`config.mk`:
```
export PLATFORM = sky130hd
export DESIGN_NAME = gte_ram
export DESIGN_NICKNAME = d
export VERILOG_FILES = /design/src/hw/rtl/gte_ram.sv
export SDC_FILE = /design/constraint.sdc
export NUM_CORES = 1
export LEC_CHECK = 0
export BUFFER_PORTS_ARGS = -buffer_cell sky130_fd_sc_hd__buf_2
export CAP_MARGIN = 10
export CORE_UTILIZATION = 50
export CTS_CLUSTER_DIAMETER = 120
export DETAILED_ROUTE_END_ITERATION = 10
export PLACE_DENSITY = 0.72
export SLEW_MARGIN = 20
export SYNTH_ARGS = -nofsm -noshare
export SYNTH_HDL_FRONTEND = slang
export SYNTH_SLANG_ARGS = --single-unit
```
`constraint.sdc`:
```
create_clock -name clk -period 4.2 [get_ports clk]
set_input_delay 1.05 -clock clk [delete_from_list [all_inputs] [get_ports clk]]
set_output_delay 1.05 -clock clk [all_outputs]
set_load 0.01 [all_outputs]
```
`src/hw/rtl/gte_ram.sv`:
```
`timescale 1ns / 1ps
// ----------------------------------------------------------------------------
// gte_ram
// Simple dual-port RAM: one write port, one read port, registered read data
// that holds while no read is enabled.
// ----------------------------------------------------------------------------
module gte_ram #(
	parameter int WIDTH = 8,
	parameter int DEPTH = 64
) (
	input  logic                     clk,
	input  logic                     we,
	input  logic [$clog2(DEPTH)-1:0] waddr,
	input  logic [WIDTH-1:0]         wdata,
	input  logic                     re,
	input  logic [$clog2(DEPTH)-1:0] raddr,
	output logic [WIDTH-1:0]         rdata
);

	logic [WIDTH-1:0] mem_q [DEPTH];

	always_ff @(posedge clk) begin
		if (we) begin
			mem_q[waddr] <= wdata;
		end
		if (re) begin
			rdata <= mem_q[raddr];
		end
	end

endmodule

```
# ---- Yosys cells after proc, flatten, opt, wreduce, memory -nomap -nowiden
# Memory sizes are Yosys's and may differ from the RTL's. A register that Yosys moved wholly into a read port is not among the register bits.
# Index checks and enable logic that the tools add are counted.
dict set report word_totals {
  output_inout_bits 8
  latchBits 0
  word_cells 3
  memories 1
  ram_bits 512
  regBits 0
  rom_bits 0
  in_bits 23
}
# name words word_bits rd rd_ports_with_merged_regs write_ports line
set memory_table {}
lappend memory_table {mem_q 64 8 1 1 1 20} ;# logic [WIDTH-1:0] mem_q [DEPTH];
dict set report classes {
  n_addsub 0
  n_shift 0
  mul 0
  n_reduce_logical 0
  n_div 0
  eq_ne 0
  order_cmp 0
  n_bitwise 0
  muxes 2
}
# op n
set op_table {}
lappend op_table {{$mux W1} 2}

# ---- Longest topological paths before layout
dict set report depth {
  depth_word 2
  mapped_depth 9
  ltp_nobuf 5
}

# ---- Least setup slack after synthesis
# OpenSTA, ideal clock, no wires.
dict set report synth_path {
  path_kind {input port to flip-flop}
  start {input raddr[1]}
  end {register rdata[3] (read register of mem_q) (data pin)}
  t_required_ns 3.934
  path_buffers 3
  setup_time_ns 0.266
  t_arrival_ns 2.590
  path_slack_ns 1.344
  path_stages 7
  path_cell_list {buf_4 buf_2 buf_2 mux4_2 mux4_2 o21ai_1 o41ai_1}
}
# element line
set synth_lines {}
lappend synth_lines {{from (decl)} 16} ;# input logic [$clog2(DEPTH)-1:0] raddr,
lappend synth_lines {{to (decl)} 17} ;# output logic [WIDTH-1:0] rdata

==> results.yml <==
yosys:
  synth_edf_count: 520
  synth_most_common_cell: "edfxtp_1"
  synth_cell_types: 39
  ys_warn_count: 0
  synth_seq_cells: 520
  synth-async-reset-ratio_pct: 0
  synth_flop_cell: "edfxtp_1"
  syn_area_mm2: 0.0202
  yosysTopAreaCell: "edfxtp_1"
  yosysSeqAreaShare_pct: 77.1
  synthTopCellsByArea: "edfxtp_1, mux4_2, nor2_1"
  synthCells: 940
  avgSynthCellArea_um2: 21.5
  synth_common_cells: "edfxtp_1, mux4_2, nor2_1, mux2i_1, nand2_1"
  synth_top_cell_area_share_pct: 77.1
  synth_fp_nets: 963
status:
  status: "completed"
timing:
  relSlewSlack_pct: 31.4
  tightest_slew_ns: 1.03
  finalHoldViolations: 0
  grt_setup_unrepaired: "false"
  whs_ns: 0.873
  setup_tns_ns: 0
  skew_ns: 0.0127
  fmax_mhz: 331
  finalSetupViolations: 0
  period_share_pct: 71.9
  period_minus_slack_ns: 3.02
  slew_violations: 0
cts:
  cts_resized: 0
  htreeDepth: 2
  cts_setup_buffers: 0
  tritoncts: "done"
  cts_made_buffers: 50
  cts_root_buf: "clkbuf_16"
  clk_pin_slew_ns: 0.06
  clkSinkCount: 520
  insertion_delay_ns: 0.56
  hold_buffers: 0
  cts_buffer_depth: 3
worst_setup_path:
  rr_startpoint: "mem_q[28][4]$_DFFE_PP_"
  regToRegSetupSlack_ns: 2.02
  reg2regPathDepth: 5
  arrival_ns: 3.31
  path_max_fanout: 43
  endpoint_kind: "register"
  worstSetupStartpointType: "primary input"
  worstSetupPathType: "in -> reg"
  r2r-end: "rdata[4]$_DFFE_PP_"
  required_ns: 4.49
drt:
  first_iter_violations: 1169
  drc_errors: 0
  detail_route.vias_per_cell: 6.15
  wl_per_cell_um: 27.1
  wl_um: 42500
  firstDrtPassIters: 5
  drtAntennaViolNets: 0
  vias: 9633
place:
  port_buffers: 30
  hpwlAfterDp_um: 26000
  place_congestion: 0.852
power:
  peakVddDrop_mv: 0.257
  power.density_mw_per_mm2: 465
  p_total_w: 0.0105
  p_leak_nw: 7.03
floorplanning:
  die-height_um: 203
  fp-row-count: 73
  die_w_um: 203
  coreArea_mm2: 0.0398
  io_pins: 31
  initial_core_util_pct: 50.8
  die-area_mm2: 0.0413
grt:
  grt_pass1_vias: 9761
  grt_overflow: 0
  antenna_found_initial: 2
  grt_pass1_wl_um: 63400
  grt_max_degree: 65
  grtUsageTotal_pct: 21.4
job:
  max-cap-violations: 0
layout:
  nNetsFinal: 1026
  antenna_cells: 0
  syn_to_final_growth_pct: 11.6
  drive_gt1_share_pct: 25.9
min_path:
  hold_depth: 1
  whs_endpoint: "rdata[1]$_DFFE_PP_"
  hold_path.startpoint: "re"
  hold_class: "in -> reg"
[layout make-up]
cell class / instances / area, um^2
clock buffers: 61 / 1310
clock inverters: 30 / 214
fillers: 2922 / 17200
multi-input cells: 369 / 4320
flip-flops and latches: 520 / 15600
well taps: 525 / 657
repair buffers: 62 / 472
[worst max-delay path, stage by stage]
cell	delay (ns)
clkbuf_8	0.44
buf_12	0.37
mux4_2	0.55
nor2b_1	0.14
a2111oi_0	0.49
o41ai_1	0.14
[layout by cell type, fill, tap and decap left out, types with 4 or more instances in the layout]
master     count
mux4_2       126
nand2b_1       7
mux2i_1       23
nand2_1       19
o22ai_1        8
nor2b_1       14
clkbuf_16     51
nor2_1        83
clkinv_2      11
a221oi_1       6
clkbuf_1      10
clkinv_1      14
edfxtp_1     520
a211oi_1       4
buf_2         20
buf_4         37
nor3_1         7
nand3_1       13
mux2_2        13
o221ai_1       8
buf_12         4
[report_power, final]
part	switching (W)	total [W]	internal (W)	leakage (nW)
sequential	0.0000131	0.00577	0.00576	4.69
combinational	0.000317	0.000515	0.000197	1.59
clock	0.00181	0.00421	0.00240	0.752
[how the worst max path moves through the flow]
stage | slack [ns] | cells after the start | startpoint | end
after floorplan | 1.34 | 7 | raddr[1] | rdata[3]$_DFFE_PP_
after global placement | 0.62 | 6 | raddr[0] | rdata[7]$_DFFE_PP_
after detailed placement | 0.61 | 6 | raddr[0] | rdata[7]$_DFFE_PP_
after CTS | 1.19 | 6 | raddr[0] | rdata[7]$_DFFE_PP_
after global routing | 1.07 | 6 | raddr[0] | rdata[7]$_DFFE_PP_
final | 1.18 | 6 | raddr[0] | rdata[3]$_DFFE_PP_
[routing by layer]
metal	GRT usage [%]	up-vias	wire (um)
met1	30.4	5026	17100
met3	4.46	96	3760
met5	0	-	26
li1	-	4068	-
met4	6.71	4	1130
met2	33.7	439	20500
[through the flow]
| step | util, % | std cells | area (um^2) | setup slack (ns) |
|---|---|---|---|---|
| 2_1_floorplan | - | 940 | 20200 | 1.34 |
| 5_1_grt | 56.7 | 1567 | 22600 | 1.07 |
| 3_3_place_gp | 52.8 | 1476 | 21000 | 0.623 |
| 4_1_cts | 56.7 | 1567 | 22600 | 1.19 |
| 3_5_place_dp | 52.8 | 1476 | 21000 | 0.611 |
| 6_report | 56.7 | 1567 | 22600 | 1.18 |
[kinds of logic after synthesis]
logic type | synth area share, %
flip-flops | 77.1
multiplexers | 15.9
AND/OR/NAND/NOR | 3.37
AO/OA/AOI/OAI | 2.06
buffers and inverters | 1.56
[flip-flops by register name (all words and copies together) (netlist names)]
name   count
mem_q    512
rdata      8
Note: power is estimated with default switching activity, not from simulation.
